`src/hdl/tcpe_pkg.sv`:
```
// tcpe_pkg: shared types and constants of the tof cluster position estimator
// no dependencies; used by hdl/tof_cluster_position_estimator.sv
`default_nettype none

package tcpe_pkg;

	// field widths of the input and result words
	localparam int SIDE_W = 2;
	localparam int TIME_W = 24;
	localparam int HGT_W  = 16;
	localparam int XPOS_W = 16;
	localparam int ID_W   = 16;
	localparam int Y_W    = 16;
	localparam int RES_W  = 12;
	localparam int HSUM_W = 21;
	localparam int XC_W   = 13;
	localparam int XK_W   = 12;
	localparam int TSUM_W = 28;

	localparam int S_DATA_W = 88;
	localparam int M_DATA_W = 80;

	// hit side codes
	localparam logic [SIDE_W-1:0] SIDE_LEFT  = 2'd1;
	localparam logic [SIDE_W-1:0] SIDE_RIGHT = 2'd2;

	// y = dt_ps * KNUM / KDEN in 1/16 mm
	localparam int KNUM_W = 39;
	localparam int KDEN_W = 37;
	localparam logic [KNUM_W-1:0] KNUM = 39'd378937666912;
	localparam logic [KDEN_W-1:0] KDEN = 37'd100000000000;

	// time difference cap, 9000 ps per unit of nl*nr
	localparam int CAP_W = 14;
	localparam logic [CAP_W-1:0] CAP_MUL = 14'd9000;

	// quotient bits of the position division
	localparam int QB = 16;

	localparam logic signed [17:0] BAR_HALF = 18'sd3160;
	localparam logic signed [17:0] Y_MAX    = 18'sd32767;
	localparam logic signed [17:0] Y_MIN    = -18'sd32768;

	localparam logic [RES_W-1:0]  RES_BOTH = 12'd2274;
	localparam logic [RES_W-1:0]  RES_ONE  = 12'd1824;
	localparam logic [HSUM_W-1:0] HSUM_MAX = 21'h1FFFFF;

	localparam logic [TSUM_W-1:0] TSUM_MAX = 28'h7FFFFFF;
	localparam logic [TSUM_W-1:0] TSUM_MIN = 28'h8000000;

	// x bin: floor(|x| / 800) = ((|x| >> 5) * 5243) >> 17
	localparam logic [12:0] XBIN_RECIP = 13'd5243;
	localparam int          XBIN_SHIFT = 17;
	localparam logic [5:0]  XBIN_MM    = 6'd50;
	localparam logic [XK_W-1:0] XBIN_HALF = 12'd25;

	typedef enum logic [2:0] {
		S_IDLE,
		S_NUM_L,
		S_NUM_R,
		S_ABS,
		S_MULK,
		S_DIV,
		S_RND,
		S_FIN
	} seq_state_t;

endpackage

`default_nettype wire

```
`src/hdl/tof_cluster_position_estimator.sv`:
```
// tof_cluster_position_estimator: top level, hit accumulation and position sequencer
// depends on hdl/tcpe_pkg.sv
//
//  channel | direction | handshake              | word
//  --------+-----------+------------------------+-------------------------------------------
//  s_      | in        | s_tvalid / s_tready    | one hit; tlast ends the cluster
//  m_      | out       | m_tvalid / m_tready    | one cluster result
//  cfg_    | in        | cfg_valid / cfg_ready  | force_into_bar bit
//
// a hit that is not last is accepted and the next hit may follow at once
// a last hit with only one end seen goes from accept straight to the result load in S_FIN
// a last hit with both ends steps through S_NUM_L, S_NUM_R, S_ABS, S_MULK, S_DIV, S_RND and S_FIN;
// the 65-bit shared adder does the numerator, the constant product and the division
// s_tready is low while a cluster result is computed or while it waits for the output
// register; the output register lets new hits in while a result waits on m_tready
// reset clears all sums, counts and the output valid; no clearing pass is needed
`default_nettype none

module tof_cluster_position_estimator #(
	parameter int MAX_HITS = 32
) (
	input  wire logic clk,
	input  wire logic arst_n,

	input  wire logic        s_tvalid,
	output logic             s_tready,
	// [23:0] start_time, [39:24] signal_height, [55:40] x_position,
	// [71:56] detector_id, [87:72] channel_number
	input  wire logic [tcpe_pkg::S_DATA_W-1:0] s_tdata,
	// [1:0] hit_side
	input  wire logic [tcpe_pkg::SIDE_W-1:0]   s_tuser,
	input  wire logic        s_tlast,

	output logic             m_tvalid,
	input  wire logic        m_tready,
	// [15:0] y_estimate, [27:16] y_resolution, [48:28] signal_sum,
	// [64:49] cluster_det_id, [77:65] x_center, [79:78] zero
	output logic [tcpe_pkg::M_DATA_W-1:0] m_tdata,
	// [0] both_ends_seen
	output logic [0:0]       m_tuser,

	input  wire logic        cfg_valid,
	output logic             cfg_ready,
	input  wire logic        cfg_data
);

	// counter widths follow from the hit limit
	localparam int CNT_W  = $clog2(MAX_HITS + 1);
	localparam int DEN_W  = 2 * CNT_W;
	localparam int MAG_W  = DEN_W + tcpe_pkg::CAP_W;
	localparam int N_W    = MAG_W + tcpe_pkg::KNUM_W;
	localparam int D_W    = DEN_W + tcpe_pkg::KDEN_W;
	localparam int STEP_W = $clog2(MAG_W + 1);
	localparam int TS_W   = tcpe_pkg::TSUM_W;

	// input fields
	logic [tcpe_pkg::SIDE_W-1:0] hit_side;
	logic signed [tcpe_pkg::TIME_W-1:0] start_time;
	logic [tcpe_pkg::HGT_W-1:0]  signal_height;
	logic signed [tcpe_pkg::XPOS_W-1:0] x_position;
	logic [tcpe_pkg::ID_W-1:0]   detector_id;
	logic [tcpe_pkg::ID_W-1:0]   channel_number;
	logic                        last_hit;

	assign hit_side       = s_tuser;
	assign start_time     = s_tdata[23:0];
	assign signal_height  = s_tdata[39:24];
	assign x_position     = s_tdata[55:40];
	assign detector_id    = s_tdata[71:56];
	assign channel_number = s_tdata[87:72];
	assign last_hit       = s_tlast;

	// cluster accumulators
	logic signed [TS_W-1:0] lsum_q, rsum_q, lsum_d, rsum_d;
	logic [CNT_W-1:0] lcnt_q, rcnt_q, lcnt_d, rcnt_d;
	logic [tcpe_pkg::HSUM_W-1:0] hsum_q, hsum_d;
	logic first_q;
	logic signed [tcpe_pkg::XK_W-1:0] xc_q, xc_d;
	logic [tcpe_pkg::ID_W-1:0] det_q;
	logic both_q, both_d;
	logic force_q;

	// sequencer and shared unit
	tcpe_pkg::seq_state_t state_q, state_d;
	logic [STEP_W-1:0] cnt_q;
	logic [N_W-1:0] acc_q, opd_q;
	logic [MAG_W-1:0] mbits_q;
	logic [DEN_W-1:0] den_q;
	logic [D_W-1:0] d_q;
	logic [tcpe_pkg::QB:0] q_q;
	logic neg_q;

	logic [N_W-1:0] alu_a, alu_b;
	logic           alu_sub;
	logic [N_W:0]   alu_res;

	logic in_acc, out_free, out_load;

	assign in_acc    = s_tvalid && s_tready;
	assign s_tready  = (state_q == tcpe_pkg::S_IDLE);
	assign cfg_ready = 1'b1;
	assign out_free  = !m_tvalid || m_tready;
	assign out_load  = (state_q == tcpe_pkg::S_FIN) && out_free;

	// ---------------- hit accumulation ----------------

	logic signed [TS_W:0] tl_ext, tr_ext;
	logic [tcpe_pkg::HSUM_W:0] hsum_ext;
	logic [tcpe_pkg::XPOS_W:0] x_abs;
	logic [11:0] x_v;
	logic [24:0] x_prod;
	logic [7:0]  x_bin;
	logic [tcpe_pkg::XK_W-1:0] x_c;

	always_comb begin
		lsum_d = lsum_q;
		rsum_d = rsum_q;
		lcnt_d = lcnt_q;
		rcnt_d = rcnt_q;

		// saturating time sums, one end at a time
		tl_ext = {lsum_q[TS_W-1], lsum_q}
			+ {{(TS_W + 1 - tcpe_pkg::TIME_W){start_time[tcpe_pkg::TIME_W-1]}}, start_time};
		tr_ext = {rsum_q[TS_W-1], rsum_q}
			+ {{(TS_W + 1 - tcpe_pkg::TIME_W){start_time[tcpe_pkg::TIME_W-1]}}, start_time};

		if (hit_side == tcpe_pkg::SIDE_LEFT && lcnt_q < CNT_W'(MAX_HITS)) begin
			if (tl_ext[TS_W] != tl_ext[TS_W-1])
				lsum_d = tl_ext[TS_W] ? tcpe_pkg::TSUM_MIN : tcpe_pkg::TSUM_MAX;
			else
				lsum_d = tl_ext[TS_W-1:0];
			lcnt_d = lcnt_q + CNT_W'(1);
		end else if (hit_side == tcpe_pkg::SIDE_RIGHT && rcnt_q < CNT_W'(MAX_HITS)) begin
			if (tr_ext[TS_W] != tr_ext[TS_W-1])
				rsum_d = tr_ext[TS_W] ? tcpe_pkg::TSUM_MIN : tcpe_pkg::TSUM_MAX;
			else
				rsum_d = tr_ext[TS_W-1:0];
			rcnt_d = rcnt_q + CNT_W'(1);
		end

		// saturating height sum
		hsum_ext = {1'b0, hsum_q} + (tcpe_pkg::HSUM_W + 1)'(signal_height);
		hsum_d   = hsum_ext[tcpe_pkg::HSUM_W] ? tcpe_pkg::HSUM_MAX
			: hsum_ext[tcpe_pkg::HSUM_W-1:0];

		both_d = (lcnt_d != '0) && (rcnt_d != '0);

		// x bin centre: 50 * trunc(x_mm / 50) +- 25, sign of x
		x_abs  = x_position[tcpe_pkg::XPOS_W-1]
			? -{x_position[tcpe_pkg::XPOS_W-1], x_position}
			: {1'b0, x_position};
		x_v    = x_abs[16:5];
		x_prod = 25'(x_v) * 25'(tcpe_pkg::XBIN_RECIP);
		x_bin  = x_prod[24:tcpe_pkg::XBIN_SHIFT];
		x_c    = tcpe_pkg::XK_W'(x_bin) * tcpe_pkg::XK_W'(tcpe_pkg::XBIN_MM)
			+ tcpe_pkg::XBIN_HALF;
		xc_d   = x_position[tcpe_pkg::XPOS_W-1] ? -x_c : x_c;
	end

	always_ff @(posedge clk or negedge arst_n) begin
		if (!arst_n) begin
			lsum_q  <= '0;
			rsum_q  <= '0;
			lcnt_q  <= '0;
			rcnt_q  <= '0;
			hsum_q  <= '0;
			first_q <= 1'b1;
			xc_q    <= '0;
			det_q   <= '0;
			both_q  <= 1'b0;
			force_q <= 1'b0;
		end else begin
			if (cfg_valid && cfg_ready)
				force_q <= cfg_data;
			if (in_acc) begin
				lsum_q <= lsum_d;
				rsum_q <= rsum_d;
				lcnt_q <= lcnt_d;
				rcnt_q <= rcnt_d;
				hsum_q <= hsum_d;
				both_q <= both_d;
				if (first_q) begin
					xc_q    <= xc_d;
					det_q   <= detector_id - channel_number;
					first_q <= 1'b0;
				end
			end else if (out_load) begin
				// cluster done, sums, counts and first-hit fields back to reset values
				lsum_q  <= '0;
				rsum_q  <= '0;
				lcnt_q  <= '0;
				rcnt_q  <= '0;
				hsum_q  <= '0;
				first_q <= 1'b1;
				xc_q    <= '0;
				det_q   <= '0;
			end
		end
	end

	// ---------------- shared add / subtract unit ----------------

	always_comb begin
		alu_a   = acc_q;
		alu_b   = opd_q;
		alu_sub = 1'b0;
		case (state_q)
			tcpe_pkg::S_NUM_R: alu_sub = 1'b1;
			tcpe_pkg::S_DIV:   alu_sub = 1'b1;
			tcpe_pkg::S_RND: begin
				// 2 * remainder against the divisor
				alu_a   = {acc_q[N_W-2:0], 1'b0};
				alu_b   = N_W'(d_q);
				alu_sub = 1'b1;
			end
			default: alu_sub = 1'b0;
		endcase
	end

	// carry out of a subtract means a >= b
	assign alu_res = {1'b0, alu_a} + {1'b0, (alu_sub ? ~alu_b : alu_b)}
		+ (N_W + 1)'(alu_sub);

	// ---------------- sequencer ----------------

	always_ff @(posedge clk or negedge arst_n) begin
		if (!arst_n)
			state_q <= tcpe_pkg::S_IDLE;
		else
			state_q <= state_d;
	end

	always_comb begin
		state_d = state_q;
		case (state_q)
			tcpe_pkg::S_IDLE:
				if (in_acc && last_hit)
					state_d = both_d ? tcpe_pkg::S_NUM_L : tcpe_pkg::S_FIN;
			tcpe_pkg::S_NUM_L:
				if (cnt_q == STEP_W'(CNT_W - 1))
					state_d = tcpe_pkg::S_NUM_R;
			tcpe_pkg::S_NUM_R:
				if (cnt_q == STEP_W'(CNT_W - 1))
					state_d = tcpe_pkg::S_ABS;
			tcpe_pkg::S_ABS:
				state_d = tcpe_pkg::S_MULK;
			tcpe_pkg::S_MULK:
				if (cnt_q == STEP_W'(MAG_W - 1))
					state_d = tcpe_pkg::S_DIV;
			tcpe_pkg::S_DIV:
				if (cnt_q == STEP_W'(tcpe_pkg::QB - 1))
					state_d = tcpe_pkg::S_RND;
			tcpe_pkg::S_RND:
				state_d = tcpe_pkg::S_FIN;
			tcpe_pkg::S_FIN:
				if (out_free)
					state_d = tcpe_pkg::S_IDLE;
			default:
				state_d = tcpe_pkg::S_IDLE;
		endcase
	end

	// ---------------- position datapath ----------------

	logic [N_W-1:0]   acc_abs;
	logic [MAG_W-1:0] cap, mag_sel;

	always_comb begin
		acc_abs = acc_q[N_W-1] ? (~acc_q + N_W'(1)) : acc_q;
		cap     = MAG_W'(den_q) * MAG_W'(tcpe_pkg::CAP_MUL);
		mag_sel = (acc_abs > N_W'(cap)) ? cap : acc_abs[MAG_W-1:0];
	end

	always_ff @(posedge clk or negedge arst_n) begin
		if (!arst_n)
			cnt_q <= '0;
		else begin
			case (state_q)
				tcpe_pkg::S_NUM_L, tcpe_pkg::S_NUM_R, tcpe_pkg::S_MULK, tcpe_pkg::S_DIV:
					if (state_d != state_q)
						cnt_q <= '0;
					else
						cnt_q <= cnt_q + STEP_W'(1);
				default:
					cnt_q <= '0;
			endcase
		end
	end

	always_ff @(posedge clk) begin
		case (state_q)
			tcpe_pkg::S_IDLE:
				// numerator starts with sum_left * n_right
				if (in_acc && last_hit && both_d) begin
					acc_q   <= '0;
					opd_q   <= {{(N_W - TS_W){lsum_d[TS_W-1]}}, lsum_d};
					mbits_q <= MAG_W'(rcnt_d);
				end
			tcpe_pkg::S_NUM_L, tcpe_pkg::S_NUM_R: begin
				if (mbits_q[0])
					acc_q <= alu_res[N_W-1:0];
				den_q <= DEN_W'(lcnt_q) * DEN_W'(rcnt_q);
				if (state_q == tcpe_pkg::S_NUM_L && cnt_q == STEP_W'(CNT_W - 1)) begin
					// then minus sum_right * n_left
					opd_q   <= {{(N_W - TS_W){rsum_q[TS_W-1]}}, rsum_q};
					mbits_q <= MAG_W'(lcnt_q);
				end else begin
					opd_q   <= {opd_q[N_W-2:0], 1'b0};
					mbits_q <= {1'b0, mbits_q[MAG_W-1:1]};
				end
			end
			tcpe_pkg::S_ABS: begin
				neg_q   <= acc_q[N_W-1];
				mbits_q <= mag_sel;
				opd_q   <= N_W'(tcpe_pkg::KNUM);
				acc_q   <= '0;
				d_q     <= D_W'(den_q) * D_W'(tcpe_pkg::KDEN);
			end
			tcpe_pkg::S_MULK: begin
				if (mbits_q[0])
					acc_q <= alu_res[N_W-1:0];
				mbits_q <= {1'b0, mbits_q[MAG_W-1:1]};
				if (cnt_q == STEP_W'(MAG_W - 1)) begin
					// divisor aligned to the top quotient bit
					opd_q <= N_W'(d_q) << (tcpe_pkg::QB - 1);
					q_q   <= '0;
				end else
					opd_q <= {opd_q[N_W-2:0], 1'b0};
			end
			tcpe_pkg::S_DIV: begin
				if (alu_res[N_W])
					acc_q <= alu_res[N_W-1:0];
				q_q   <= {q_q[tcpe_pkg::QB-1:0], alu_res[N_W]};
				opd_q <= {1'b0, opd_q[N_W-1:1]};
			end
			tcpe_pkg::S_RND:
				// round half away from zero on the magnitude
				if (alu_res[N_W])
					q_q <= q_q + (tcpe_pkg::QB + 1)'(1);
			default: ;
		endcase
	end

	// ---------------- result and output register ----------------

	logic signed [17:0] y_raw, y_lim;
	logic signed [tcpe_pkg::Y_W-1:0] y_out;

	always_comb begin
		y_raw = neg_q ? -$signed({1'b0, q_q}) : $signed({1'b0, q_q});
		y_lim = y_raw;
		if (force_q) begin
			if (y_raw > tcpe_pkg::BAR_HALF)
				y_lim = tcpe_pkg::BAR_HALF;
			else if (y_raw < -tcpe_pkg::BAR_HALF)
				y_lim = -tcpe_pkg::BAR_HALF;
		end
		if (y_lim > tcpe_pkg::Y_MAX)
			y_lim = tcpe_pkg::Y_MAX;
		else if (y_lim < tcpe_pkg::Y_MIN)
			y_lim = tcpe_pkg::Y_MIN;
		// position needs both ends
		y_out = both_q ? y_lim[tcpe_pkg::Y_W-1:0] : '0;
	end

	always_ff @(posedge clk or negedge arst_n) begin
		if (!arst_n)
			m_tvalid <= 1'b0;
		else if (out_load)
			m_tvalid <= 1'b1;
		else if (m_tready)
			m_tvalid <= 1'b0;
	end

	always_ff @(posedge clk) begin
		if (out_load) begin
			m_tdata <= {2'b00,
				{xc_q[tcpe_pkg::XK_W-1], xc_q},
				det_q,
				hsum_q,
				(both_q ? tcpe_pkg::RES_BOTH : tcpe_pkg::RES_ONE),
				y_out};
			m_tuser <= both_q;
		end
	end

endmodule

`default_nettype wire
```
`config.mk`:
```
export PLATFORM = sky130hd
export DESIGN_NAME = tof_cluster_position_estimator
export DESIGN_NICKNAME = d
export VERILOG_FILES = /design/src/hdl/tcpe_pkg.sv /design/src/hdl/tof_cluster_position_estimator.sv
export SDC_FILE = /design/constraint.sdc
export NUM_CORES = 2
export LEC_CHECK = 0
export ABC_AREA = 1
export BUFFER_PORTS_ARGS = -buffer_cell sky130_fd_sc_hd__buf_2
export CAP_MARGIN = 40
export CELL_PAD_IN_SITES_DETAIL_PLACEMENT = 2
export CELL_PAD_IN_SITES_GLOBAL_PLACEMENT = 2
export CORE_AREA = 8 8 351 353
export CTS_CLUSTER_SIZE = 28
export DETAILED_ROUTE_END_ITERATION = 16
export DIE_AREA = 0 0 359 361
export GPL_ROUTABILITY_DRIVEN = 0
export GPL_TIMING_DRIVEN = 0
export PLACE_DENSITY_LB_ADDON = 0.1
export SYNTH_ARGS = -nofsm -noshare
export SYNTH_HDL_FRONTEND = slang
export SYNTH_SLANG_ARGS = --single-unit
```
`constraint.sdc`:
```
create_clock -name clk -period 11.34 [get_ports clk]
set_input_delay 1.134 -clock clk [delete_from_list [all_inputs] [get_ports clk]]
set_output_delay 1.134 -clock clk [all_outputs]
set_load 0.05 [all_outputs]
```
==> impl_metrics.csv <==
group,metric,value,unit
status,status,"completed",
final_layout,final_nets,6851,
worst_setup_path,r2r_start,"den_q[2]",
die,die_width,359,um
cts,postCtsSetupRepairBufs,0,
worst_setup_path,cpPeakStageDelay,0.60,ns
cts,cts_resized,0,
worst_setup_path,path_delay_family,"adder cells",
drt,wirelength,189000,um
cts,ctsHoldBuffers,0,
final_layout,layout_commonest_cell,"nand2_1",
cts,cts_num_sinks,420,
sta,fin_crit,10.43,ns
worst_setup_path,cp-start-kind,"primary input",
die,core_area,0.117,mm2
final_layout,area_delta_synth_final,11.7,%
grt,grt_usage,28.3,%
grt,first_global_vias,47500,
cts,htreeDepth,2,
job,max_cap_violations,0,
drt,ant_nets,0,
drt,first_iter_violations,2241,
synth,synth_top_area_share,19.7,%
sta,timing.final.crit_share,92.0,%
grt,grt_max_degree,94,
sta,rsz0062_at_grt,"no",
synth,yosys_warnings,0,
drt,wl_per_cell,24.7,um
cts,cts_tree,"done",
hold_path,hold_path.class,"primary input to asynchronous set/reset pin",
sta,tightestPinTransition,0.944,ns
synth,synth-edff-count,291,
worst_setup_path,rrSetupSlack,2.97,ns
final_layout,fillers,13700,
synth,async_flop_share,30.7,%
final_layout,drive_above_1_share,6.98,%
worst_setup_path,cp_data_required_time,11.90,ns
final_layout,regArea,0.0120,mm2
drt,vias,42700,
grt,grt_overflow,0,
synth,ys_dominant_reg_cell,"edfxtp_1",
worst_setup_path,crit_buf_inv,10,
final_layout,utilization,42.1,%
sta,fmax,95.9,MHz
die,initial_utilization,37.7,%
synth,synth.avg_cell_area,7.60,um2
drt,viasPerCell,5.57,
synth,synth_cells,5822,
placement,place_hpwl,158000,um
synth,ys_ff_latch,420,
cts,numCtsBuffers,56,
worst_setup_path,cp_slowest_cell,"xor2_1",
final_layout,multiInputGateArea,0.0281,mm2
final_layout,final_cell_mix,"nand2_1 (1196), inv_1 (941), ha_1 (477), nor2_1 (469), o21ai_0 (461)",
worst_setup_path,crit_fanout,6,
placement,io_buffers,172,
synth,synth_top_area_cell,"edfxtp_1",
worst_setup_path,worstPathArrival,10.98,ns
drt,route.detailed.drc,0,
sta,setup_viol,0,
sta,finClkSkew,0.0558,ns
worst_setup_path,r2r_end,"mbits_q[3]",
cts,clk_pin_slew,0.06,ns
sta,relSlewSlack,37.1,%
worst_setup_path,worstSetupPathType,"primary input to flop",
die,io_pins,181,
grt,antenna_found_initial,9,
die,num_rows,126,
sta,timing_hold_violations_final,0,
cts,clockBufferDepth,3,
die,die_area,0.130,mm2
synth,ys_types,68,
drt,dr.pass1.iters,5,
cts,cts-root-buf,"clkbuf_16",
worst_setup_path,rr_worst_depth,29,
synth,syn_area,0.0443,mm2
sta,drv_slew,0,
synth,ys_seq_area_share,27.0,%
die,dieHeight,361,um
worst_setup_path,end_kind,"flop",
cts,insertion_delay,0.69,ns
synth,synthTopCellsByArea,"edfxtp_1 (20%), ha_1 (13%), nand2_1 (10%)",
grt,grt_pass1_wl,289000,um
-- worst register-to-register path: cells and delay by family, from the launching register on --
family          cells  cell delay (ns)
xor+xnor            1             0.44
simple gates       11             1.76
fa+ha+maj           7             2.43
flops               1             0.87
compound gates      7             2.20
buf+inv             3             0.40
-- synthesized netlist by cell type, types with 7 or more instances --
master     count
o21bai_1      23
edfxtp_1     291
xnor2_1       87
buf_1         17
buf_4         21
a31oi_1       41
a21boi_0       9
nand2_2        9
xor2_1       147
nand3_1      245
o21a_1        37
nor2_2        13
o2111ai_1     23
o22ai_1       21
nand2_1     1196
a21o_1        20
buf_2         16
fa_1         189
a211oi_1      13
nor2_1       470
ha_1         477
nand3b_1      10
a22oi_1       24
clkbuf_1     106
nor3_1        59
o211ai_1      42
nor2_4        11
nand4_1       48
o21ai_0      461
o31ai_1        7
a21oi_1      432
o21ai_1        9
inv_1        942
nor4_1        20
or2_2         34
a221oi_1      43
dfrtp_1      128
-- metrics by stage --
| stage | worst slack, ns | hold WS [ns] | cells | TNS [ns] | instance area (um2) |
|---|---|---|---|---|---|
| 2_1_floorplan | 2.03 | 0.423 | 5833 | 0 | 44300 |
| 3_3_place_gp | -2.76 | 0.428 | 7541 | -178.88 | 47100 |
| 3_5_place_dp | 0.184 | 0.435 | 7565 | 0 | 47500 |
| 4_1_cts | 0.854 | 0.365 | 7671 | 0 | 49400 |
| 5_1_grt | 0.0795 | 0.381 | 7672 | 0 | 49400 |
| 6_report | 0.912 | 0.361 | 7675 | 0 | 49400 |
-- worst max-delay path by stage --
stage / start / end / slack (ns) / depth (start not counted)
after global placement: s_tuser[1] / acc_q[58] / -2.76 / 14
after floorplan: s_tuser[1] / acc_q[0] / 2.03 / 13
after detailed placement: s_tdata[41] / xc_q[10] / 0.18 / 45
after CTS: s_tdata[41] / xc_q[10] / 0.85 / 45
after global routing: s_tdata[41] / xc_q[10] / 0.08 / 45
final: s_tdata[41] / xc_q[10] / 0.91 / 45
-- cells by family after synthesis --
logic type	synth area share [%]
AO/OA/AOI/OAI	16.1
XOR/XNOR	4.73
adder cells (fa/ha/maj)	22.0
buffers and inverters	9.75
flip-flops	27.0
multiplexers	0.0452
other	0.0170
AND/OR/NAND/NOR	20.3
-- per-layer routing --
layer	track usage, %	vias up	part of all wire [%]
li1	-	19900	-
met1	34.9	21600	42
met2	50.3	938	49
met3	3.37	305	4.1
met4	11.5	6	4.6
met5	0	-	0.021
-- layout make-up --
type / count / area share (%)
Multi-Input combinational cell: 4296 / 56.7
Buffer: 163 / 1.48
Clock buffer: 74 / 3.14
Sequential cell: 420 / 24.2
Tap cell: 1536 / 3.89
Timing Repair Buffer: 197 / 2.60
Antenna cell: 3 / 0.0152
Clock inverter: 32 / 0.688
Inverter: 954 / 7.25
-- state kept, by name (all words and copies together) (netlist names), 16 cells and up --
name / count
lsum_q: 28
acc_q: 65
det_q: 16
hsum_q: 21
rsum_q: 28
q_q: 17
opd_q: 65
d_q: 38
m_tdata: 67
mbits_q: 26
Power is left out: the tool's default activity adds up to more than one toggle a clock period on the data nets, which glitch-free logic cannot reach.
